## config.mk

```make
export PLATFORM = sky130hd
export DESIGN_NAME = mmdsa_scan
export DESIGN_NICKNAME = d
export VERILOG_FILES = /design/src/sv/mmdsa_pkg.sv /design/src/sv/mmdsa_scan.sv
export SDC_FILE = /design/constraint.sdc
export NUM_CORES = 1
export LEC_CHECK = 0
export BUFFER_PORTS_ARGS = -buffer_cell sky130_fd_sc_hd__clkbuf_2
export CORE_MARGIN = 2
export CORE_UTILIZATION = 30
export DETAILED_ROUTE_END_ITERATION = 16
export HOLD_SLACK_MARGIN = 0.08
export PLACE_DENSITY = 0.54
export SLEW_MARGIN = 25
export SYNTH_ARGS = -nofsm -noshare
export SYNTH_HDL_FRONTEND = slang
export SYNTH_SLANG_ARGS = --single-unit
```

## constraint.sdc

```tcl
create_clock -name clk -period 7.2 [get_ports clk]
set_input_delay 1.44 -clock clk [delete_from_list [all_inputs] [get_ports clk]]
set_output_delay 1.44 -clock clk [all_outputs]
set_load 0.01 [all_outputs]
```

## src/sv/mmdsa_pkg.sv

```systemverilog
// Shared types and constants for the max-min distance slot allocator.
// No dependencies; imported by every module of the block.
package mmdsa_pkg;

	localparam int CFG_W = 7;
	localparam logic [CFG_W-1:0] NUM_CHAIRS_RST = 7'd64;

	localparam logic ACT_ARRIVE = 1'b0;
	localparam logic ACT_LEAVE  = 1'b1;

	// per-cell controls of the occupancy ring
	typedef struct packed {
		logic shift;  // rotate one place toward cell 0
		logic wr;     // load val (wins over shift, never both)
		logic val;
	} cell_ctrl_t;

	// gap scanner controls
	typedef struct packed {
		logic start;  // clear scan state, position back to slot 1
		logic step;   // consume the head occupancy bit
	} scan_ctrl_t;

endpackage

```

## src/sv/mmdsa_scan.sv

```systemverilog
// Gap scanner: walks the occupancy bits in slot order, one per beat of the ring,
// and keeps the best candidate slot seen so far. Depends on mmdsa_pkg (scan_ctrl_t).
module mmdsa_scan
	import mmdsa_pkg::*;
#(
	parameter int MAX_CHAIRS = 64
)
(
	input  logic                                 clk,
	input  logic                                 arst_n,
	input  scan_ctrl_t                           ctrl,
	input  logic                                 head,
	input  logic [$clog2(MAX_CHAIRS+1)-1:0]      n_eff,
	output logic                                 last_step,
	output logic                                 pick_ok,
	output logic [$clog2(MAX_CHAIRS+1)-1:0]      pick_slot
);

	localparam int CW = $clog2(MAX_CHAIRS + 1);

	logic [CW-1:0] pos_q;
	logic [CW-1:0] last_q;
	logic [CW-1:0] best_s_q;
	logic [CW-1:0] best_d_q;
	logic          found_q;

	logic [CW-1:0] gap;
	logic [CW-1:0] half;
	logic [CW-1:0] mid;
	logic          c_ok;
	logic [CW-1:0] c_s;
	logic [CW-1:0] c_d;
	logic          take;
	logic          e_ok;
	logic [CW-1:0] e_d;

	// candidate of the gap that closes at the current slot, if it is occupied
	always_comb begin
		gap  = pos_q - last_q;
		half = gap >> 1;
		mid  = last_q + half;
		if (last_q == '0) begin
			// leading gap: slot 1 is farthest from the first busy slot
			c_ok = pos_q >= CW'(2);
			c_s  = CW'(1);
			c_d  = pos_q - CW'(1);
		end else begin
			c_ok = (gap >= CW'(2)) && (last_q < n_eff);
			if (mid <= n_eff) begin
				c_s = mid;
				c_d = half;
			end else begin
				c_s = n_eff;
				c_d = n_eff - last_q;
			end
		end
		take = head && c_ok && (!found_q || (c_d > best_d_q));
	end

	always_ff @(posedge clk or negedge arst_n) begin
		if (!arst_n) begin
			pos_q   <= CW'(1);
			last_q  <= '0;
			found_q <= 1'b0;
		end else if (ctrl.start) begin
			pos_q   <= CW'(1);
			last_q  <= '0;
			found_q <= 1'b0;
		end else if (ctrl.step) begin
			pos_q <= pos_q + CW'(1);
			if (head) begin
				last_q <= pos_q;
			end
			if (take) begin
				found_q <= 1'b1;
			end
		end
	end

	always_ff @(posedge clk) begin
		if (ctrl.step && take) begin
			best_s_q <= c_s;
			best_d_q <= c_d;
		end
	end

	assign last_step = (pos_q == CW'(MAX_CHAIRS));

	// trailing gap: highest active slot, no right neighbor
	always_comb begin
		e_ok = (last_q != '0) && (n_eff > last_q);
		e_d  = n_eff - last_q;
		if (last_q == '0) begin
			// nothing busy anywhere
			pick_ok   = 1'b1;
			pick_slot = CW'(1);
		end else if (e_ok && (!found_q || (e_d > best_d_q))) begin
			pick_ok   = 1'b1;
			pick_slot = n_eff;
		end else begin
			pick_ok   = found_q;
			pick_slot = best_s_q;
		end
	end

endmodule

```

; Word-level counts from Yosys, hierarchy flattened
; Index checks and enable logic that the tools add are counted.
[word_totals]
ff_bits = 29
in_bits = 12
out_inout_bits = 9
word_cells = 50
[op_classes]
addsub = 5
order_cmp = 7
n_eq_ne = 1
muxes = 16
reduce_logical = 16
[ops]
columns = op, count
row1 = 7-bit two-way mux, 10
row2 = 7-bit greater-than comparator, 3
row3 = "7-bit by 2-bit greater-or-equal comparator with 1-bit output, second input constant", 2
row4 = 7-bit subtractor, 2
row5 = "7-bit by 1-bit adder with 7-bit output, second input constant", 1
row6 = 7-bit by 6-bit adder with 7-bit output, 1
row7 = "7-bit equality test, second input constant", 1
row8 = 7-bit <= comparator, 1
row9 = 7-bit zero test, 1
row10 = 7-bit less-than comparator, 1
row11 = 7-bit nonzero test, 1
row12 = "7-bit by 1-bit subtractor with 7-bit output, second input constant", 1
row13 = 1-bit logical AND, 6
row14 = 1-bit two-way mux, 6
row15 = 2-bit nonzero test, 3
row16 = 2-bit AND reduction, 2
row17 = 1-bit logical OR, 2
row18 = 1-bit zero test, 1

; Longest topological paths before layout
; Gate-level depths: netlist of the first run.
[logic_depth]
depth_word = 11
mapped_depth = 26

; Worst setup path before layout of the first run
; OpenSTA, ideal clock, no wires.
[synth_timing]
kind = register to register
start = reg pos_q[0]
end = reg best_d_q[0], enable pin
setup_ps = 410
arrival_time_ps = 5675
path_slack_ps = 1115
stages_incl_launch_ff = 24
path_buffers = 1
synth_period_minus_slack_ps = 6085
path_cell_list = dfstp_2 inv_1 ha_1 inv_1 fa_1 ha_1 fa_1 a21oi_1 o21ai_0 xor2_1 ha_1 a21o_1 a211o_1 o21ai_2 buf_2 mux2i_1 o21ai_1 ha_1 a21oi_1 nor2b_1 o21ai_0 o21ai_0 o22ai_1 a221oi_1
[synth_between]
elab_chain_cells = 9
elab_cells_between_ends = 15
cone_classes = add/sub (3) / order compare (4) / mux (3) / reduce/logical (5)
[synth_lines]
columns = item, line_no
row1 = start: declaration, mmdsa_scan.sv:21  ; logic [CW-1:0] pos_q;
row2 = start signal: assignment, mmdsa_scan.sv:70  ; pos_q <= pos_q + CW'(1);
row3 = 7-bit subtractor, mmdsa_scan.sv:39  ; gap = pos_q - last_q;
row4 = 7-bit by 6-bit adder with 7-bit output, mmdsa_scan.sv:41  ; mid = last_q + half;
row5 = 7-bit <= comparator, mmdsa_scan.sv:49  ; if (mid <= n_eff) begin
row6 = 7-bit two-way mux, mmdsa_scan.sv:49
row7 = 7-bit two-way mux *, mmdsa_scan.sv:42  ; if (last_q == '0) begin
row8 = net c_d[4], mmdsa_scan.sv:32  ; logic [CW-1:0] c_d;
row9 = 7-bit greater-than comparator *, mmdsa_scan.sv:57  ; take = head && c_ok && (!found_q || (c_d > best_d_q));
row10 = 1-bit logical OR *, mmdsa_scan.sv:57
row11 = 1-bit logical AND *, mmdsa_scan.sv:57
row12 = 1-bit logical AND *, mmdsa_scan.sv:81  ; if (ctrl.step && take) begin
row13 = end signal: assignment, mmdsa_scan.sv:83  ; best_d_q <= c_d;
row14 = end: declaration, mmdsa_scan.sv:24  ; logic [CW-1:0] best_d_q;
; Mark *: on every way through the listed nets, which the timed path passes. The rest lies on a longest branch.
; A chain may end at the register's enable or synchronous reset.

; Worst setup path in the final report of the first run
[layout_timing]
start = in n_eff[0]
end = out pick_slot[6]
[layout_between]
elab_chain_cells = 6
elab_cells_between_ends = 8
cone_classes = add/sub (1) / order compare (2) / mux (2) / reduce/logical (3)
[layout_lines]
columns = item, line_no
row1 = start: declaration, mmdsa_scan.sv:13  ; input logic [$clog2(MAX_CHAIRS+1)-1:0] n_eff,
row2 = 7-bit subtractor, mmdsa_scan.sv:92  ; e_d = n_eff - last_q;
row3 = 7-bit greater-than comparator, mmdsa_scan.sv:97  ; end else if (e_ok && (!found_q || (e_d > best_d_q))) begin
row4 = 1-bit logical OR, mmdsa_scan.sv:97
row5 = 1-bit logical AND *, mmdsa_scan.sv:97
row6 = 7-bit two-way mux *, mmdsa_scan.sv:97
row7 = 7-bit two-way mux *, mmdsa_scan.sv:93  ; if (last_q == '0) begin
row8 = end: declaration, mmdsa_scan.sv:16  ; output logic [$clog2(MAX_CHAIRS+1)-1:0] pick_slot
; Mark *: on every way between the ends. The rest lies on a longest branch, timed or not.

==> summary.txt, run 1 <==
Outcome
  • Outcome: completed

Global routing
  • GRT Total Usage: 0.143
  • Total congestion overflow: 0
  • Pin count of the biggest net entering global routing: 31
  • Antenna violations before repair: 0
  • Vias in the first global route: 2440
  • First-pass GRT wire length: 12400 um

Timing
  • Final Hold Viols: 0
  • RSZ-0062 raised after global routing: no
  • Max-slew violation count: 0
  • F_max: 0.159 GHz
  • Fin Clk Skew: 0.00409 ns
  • Max transition margin: 0.450
  • Final setup vio count: 0
  • Hold_ws: 0.565 ns
  • Setup_tns: 0 ns
  • Tmin final: 6.29 ns
  • Fin crit share: 0.874
  • Worst slew pin tran: 0.814 ns

Synth
  • Library cells used by synthesis: 57
  • Post-Synthesis Cells: 354
  • Post-synth EDFFs: 14
  • Seq cells post-synth: 29
  • Ys async rst share: 0.517
  • Ys Warns: 0
  • Top_reg_cell synth: edfxtp_1
  • Seq/Total Area, Yosys: 0.266
  • Mapped cell area: 3000 sq um
  • Syn_nets: 413
  • Syn_area_per_cell: 8.47 sq um

Final layout
  • Ant. Diodes: 0
  • Fin area: 3310 sq um
  • # nets final: 429
  • Area Overhead vs Synth: 10.4%
  • Share of cells above drive strength 1: 0.121
  • Fin util: 0.340
  • Register Area: 797 sq um
  • Filler cells: 1055
  • Area of the multi-input gates: 2030 sq um

Setup path
  • Startpoint Class: input port
  • CP Capture Type: primary output
  • Max FO, Critical Path: 8
  • Crit path arrival time: 4.85 ns
  • Worst setup path class: input port to primary output
  • CP Data Required Time: 5.76 ns

Flow run
  • Maxcap violations: 0

Route
  • Total wire length: 7680 um
  • Routed WL per cell: 15.2 um
  • DR pass1 iterations: 4
  • Routed vias/inst: 5.00
  • Via count: 2519
  • Initial drt markers: 76
  • Antenna-violating nets left: 0
  • Residual DRC count: 0

Placement
  • GPL Wtd Cong: 0.884
  • Post-DP HPWL: 5990 um
  • Port Buffers: 20
  • Area after DPL: 3230 sq um

Min path
  • Hold Path Class: flop to flop

Clock network
  • CTS tree: built
  • Clk sinks: 29
  • Root Buffer: clkbuf_8
  • Postcts setup bufs: 0
  • Clk pin slew, worst setup/hold paths: 0.07 ns
  • Later-pin clock latency in the skew report: 0.29 ns
  • Cts hold-fix bufs: 0
  • Max Buffers Root-to-Sink: 2
  • H-tree levels: 2
  • Clock buffer count from CTS: 5
  • PostCTS Resize Cnt: 0

Pwr
  • Worst VDD drop: 0.0628 mV
  • Pwr Total: 557 uW
  • Leakage power: 0.00146 uW
  • Pwr per Cell Area: 168 nW/um^2

Die
  • Placeable Area: 9730 sq um
  • I/O pins: 21
  • Die Y: 104 um
  • Initial Util: 0.308
  • Die X: 104 um
  • FP Rows: 36
  • Die ar.: 10800 sq um
registers in the layout, summed over array words and instances, names as in the netlist:
| register | flops |
|---|---|
| best_d_q | 7 |
| best_s_q | 7 |
| last_q | 7 |
| pos_q | 7 |
| found_q | 1 |
layout by cell type (no fill, tap or decap), types with 2 or more instances in the layout:
master    netlist  layout
a211oi_1        3       3
a21o_1          5       5
a21oi_1        39      39
a21oi_2         2       2
a21oi_4         2       2
buf_4           0       2
clkbuf_2        0      20
clkbuf_8        0       5
clkinv_2        0       2
dfrtp_1        14      14
edfxtp_1       14      14
fa_1            3       3
ha_1           44      44
inv_1          32      32
mux2i_1         6       6
nand2_1        34      34
nand2_2         2       2
nand3_1         9       9
nand4_1         7       7
nor2_1         29      29
nor2b_1         7       7
nor3_1          7       7
nor4_1          2       2
o211ai_1        3       3
o21a_1          3       3
o21ai_0         9       9
o21ai_1        11      11
o21bai_1        3       3
or3_1           3       3
xnor2_1        10      10
xor2_1         11      11
routing by layer:
layer	up-vias	global-route usage	wire length (um)
met5	-	0	0
met4	0	0.0338	88
met3	11	0.0276	367
met1	1183	0.203	3840
li1	1282	-	-
met2	43	0.225	3380
cell families after synthesis:
group,synth area share
multiplexers,0.0238
AND/OR/NAND/NOR,0.172
buffers and inverters,0.0601
XOR/XNOR,0.0705
adder cells (fa/ha/maj),0.204
flip-flops,0.266
AO/OA/AOI/OAI,0.204
synth_stat cells, types with 3 or more instances:
cell       n  area, sq um
a211oi_1   3         22.5
a21o_1     5         37.5
a21oi_1   39          195
buf_2      3         15.0
clkbuf_1   8         30.0
dfrtp_1   14          350
edfxtp_1  14          420
fa_1       3         60.1
ha_1      44          551
inv_1     32          120
mux2i_1    6         60.1
nand2_1   34          128
nand3_1    9         45.0
nand4_1    7         43.8
nor2_1    29          109
nor2b_1    7         43.8
nor3_1     7         35.0
o211ai_1   3         22.5
o21a_1     3         22.5
o21ai_0    9         45.0
o21ai_1   11         55.1
o21bai_1   3         22.5
or3_1      3         18.8
xnor2_1   10         87.6
xor2_1    11         96.3
stage by stage:
step           setup slack (ns)  cells
3_3_place_gp               1.03    496
3_5_place_dp              0.919    496
6_report                  0.910    504
2_1_floorplan              1.12    354
5_1_grt                   0.608    504
4_1_cts                   0.915    504
critical path, stage by stage:
cell      delay, ns
clkbuf_2       0.10
inv_1          0.10
ha_1           0.17
inv_1          0.05
fa_1           0.40
a21o_1         0.17
a21oi_1        0.21
o21bai_1       0.09
a21oi_1        0.17
xnor2_1        0.11
ha_1           0.29
nand4_1        0.12
o21bai_1       0.20
a41oi_1        0.68
nand3_1        0.18
a21oi_1        0.19
clkbuf_2       0.16
final cells by class:
| type | instances | area share |
|---|---|---|
| Sequential cell | 29 | 0.241 |
| Clock buffer | 6 | 0.0219 |
| Clock inverter | 2 | 0.00303 |
| Multi-Input combinational cell | 280 | 0.613 |
| Timing Repair Buffer | 22 | 0.0348 |
| Tap cell | 133 | 0.0503 |
| Inverter | 32 | 0.0363 |
final timing paths:
path                            cells past startpoint      endpoint  slack (ns)      from
worst max register to register                     22   best_s_q[3]        1.15  pos_q[0]
max in group asynchronous                           1      pos_q[0]        5.84    arst_n
worst max-delay path                               17  pick_slot[6]        0.91  n_eff[0]
worst min register to register                      2     last_q[0]        0.56  pos_q[0]
worst min-delay path                                2     last_q[0]        0.56  pos_q[0]
min in group asynchronous                           1      pos_q[5]        1.05    arst_n
power breakdown:
group / switching [uW] / internal, uW
sequential: 9.38 / 185
combinational: 133 / 90.3
clock: 71.3 / 67.0
total: 214 / 343
No activity file was read; power rests on OpenSTA's default activity.
==> inputs of run 2 (changes only) <==
--- a/config.mk
+++ b/config.mk
@@ -10,7 +10,6 @@
 export CORE_UTILIZATION = 30
 export DETAILED_ROUTE_END_ITERATION = 16
 export HOLD_SLACK_MARGIN = 0.08
-export PLACE_DENSITY = 0.54
 export SLEW_MARGIN = 25
 export SYNTH_ARGS = -nofsm -noshare
 export SYNTH_HDL_FRONTEND = slang
==> run 2 against run 1 <==
Register-to-register slack better by 0.02 ns; clock skew up 0.00096 ns; global-route usage up 0.14 points; via count up 1.1%; worst hold slack worse by 0.0039 ns; combinational power about the same; clock-buffer cell count up 2; critical path type unchanged; largest cell class unchanged.
==> summary.txt, run 2 (synthesis results as in run 1) <==
Die
  • Die Y: 104 um
  • Die ar.: 10800 sq um
  • Die X: 104 um
  • Initial Util: 0.308
  • Placeable Area: 9730 sq um
  • FP Rows: 36
  • I/O pins: 21

Timing
  • Setup ws final: 1.02 ns
  • Max-slew violation count: 0
  • RSZ-0062 raised after global routing: no
  • Max transition margin: 0.538
  • Final Hold Viols: 0
  • Final setup vio count: 0
  • Fin crit share: 0.858
  • Tmin final: 6.18 ns
  • Worst slew pin tran: 0.685 ns
  • Fin Clk Skew: 0.00505 ns
  • F_max: 0.162 GHz
  • Setup_tns: 0 ns

Global routing
  • Vias in the first global route: 2490
  • Total congestion overflow: 0
  • GRT Total Usage: 0.145
  • Pin count of the biggest net entering global routing: 31
  • First-pass GRT wire length: 12500 um
  • Antenna violations before repair: 0

Final layout
  • Area Overhead vs Synth: 10.3%
  • Commonest non-fill, non-tap cells in the layout: 44 x ha_1, 39 x a21oi_1, 34 x nand2_1
  • Most common cell after layout, fill and taps aside: ha_1
  • Ant. Diodes: 0
  • Fin area: 3310 sq um
  • Non-filler instance count after layout: 504
  • Fin util: 0.340
  • # nets final: 429
  • Share of cells above drive strength 1: 0.116

Clock network
  • Max Buffers Root-to-Sink: 2
  • Root Buffer: clkbuf_8
  • Postcts setup bufs: 0
  • Clock buffer count from CTS: 5
  • PostCTS Resize Cnt: 0
  • Clk sinks: 29
  • Clk pin slew, worst setup/hold paths: 0.06 ns
  • Cts hold-fix bufs: 0
  • Later-pin clock latency in the skew report: 0.29 ns
  • H-tree levels: 2
  • CTS tree: built

Route
  • Residual DRC count: 0
  • DR pass1 iterations: 5
  • Via count: 2546
  • Antenna-violating nets left: 0
  • Total wire length: 7530 um
  • Routed WL per cell: 14.9 um
  • Routed vias/inst: 5.05
  • Initial drt markers: 121

Setup path
  • R2R cell count: 25
  • Crit-path cells: clkbuf_2 -> inv_1 -> ha_1 -> inv_1 -> fa_1 -> a21o_1 -> a21oi_1 -> o21bai_1 -> a21oi_1 -> xnor2_1 -> ha_1 -> nand4_1 -> o21bai_1 -> a41oi_1 -> a211oi_1 -> a31oi_1 -> clkbuf_2
  • CP Capture Type: primary output
  • Crit path arrival time: 4.74 ns
  • Worst R2R Start: pos_q[0]
  • Startpoint Class: input port
  • CP max stage delay: 0.59 ns
  • Critical R2R Capture: best_s_q[3]
  • CP Data Required Time: 5.76 ns
  • Crit path max-delay cell type: a41oi_1
  • Max FO, Critical Path: 8
  • Worst setup path class: input port to primary output
  • Flop2flop setup slack: 1.17 ns

Min path
  • Worst hold path depth: 2
  • Hold Path Class: flop to flop
  • Hold wc startpoint: pos_q[0]
  • Min-Delay Endpoint: last_q[0]

Placement
  • Placed insts: 496
  • Post-DP HPWL: 5890 um
  • GPL Wtd Cong: 0.824
  • Port Buffers: 20
  • Pre-CTS setup slack: 1.04 ns
  • Area after DPL: 3230 sq um

Pwr
  • Leakage power: 0.00145 uW
  • Pwr per Cell Area: 166 nW/um^2
  • Worst VDD drop: 0.0594 mV

Flow run
  • Maxcap violations: 0

Outcome
  • Outcome: completed
-- run 2: how the worst max path moves through the flow --
stage	startpoint	depth (start not counted)	endpoint	slack, ns
3_3_place_gp	n_eff[0]	17	pick_slot[3]	1.06
2_1_floorplan	pos_q[0]	23	best_d_q[0]	1.12
3_5_place_dp	n_eff[0]	17	pick_slot[3]	1.04
5_1_grt	pos_q[0]	25	best_s_q[3]	0.75
6_report	n_eff[0]	17	pick_slot[0]	1.02
4_1_cts	n_eff[0]	17	pick_slot[3]	1.03
-- run 2: area by class of cell --
cell class,instances,area (sq um)
Multi-Input combinational cell,280,2030
Tap cell,133,166
Fill cell,1049,6420
Timing Repair Buffer,22,115
Inverter,32,120
Sequential cell,29,797
Clock buffer,8,80.1
-- run 2: layer usage --
| metal | global-route usage | part of all wire | up-vias |
|---|---|---|---|
| met1 | 0.201 | 0.49 | 1202 |
| met3 | 0.0276 | 0.047 | 7 |
| li1 | - | - | 1286 |
| met5 | 0 | 0 | - |
| met2 | 0.229 | 0.45 | 51 |
| met4 | 0.0386 | 0.010 | 0 |
-- run 2: critical path, delay by kind of cell --
kind / cells / cell delay (ns)
AO/OA/AOI/OAI: 8 / 1.76
XOR/XNOR: 1 / 0.10
adder cells (fa/ha/maj): 3 / 0.88
buffers and inverters: 4 / 0.44
AND/OR/NAND/NOR: 1 / 0.12
-- run 2: report_power, final --
group	total (uW)	switching (uW)	leakage, uW	internal [uW]
Clock	132	63.5	0.0000395	68.5
Sequential	195	9.20	0.000336	186
Combinational	222	132	0.00107	90.0
Total	548	204	0.00145	344
-- run 2: per-stage QoR --
step	hold WS, ns	power [uW]
floorplan	0.525	364
global placement	0.548	413
detailed placement	0.551	419
CTS	0.561	554
global route	0.582	592
finish	0.561	548
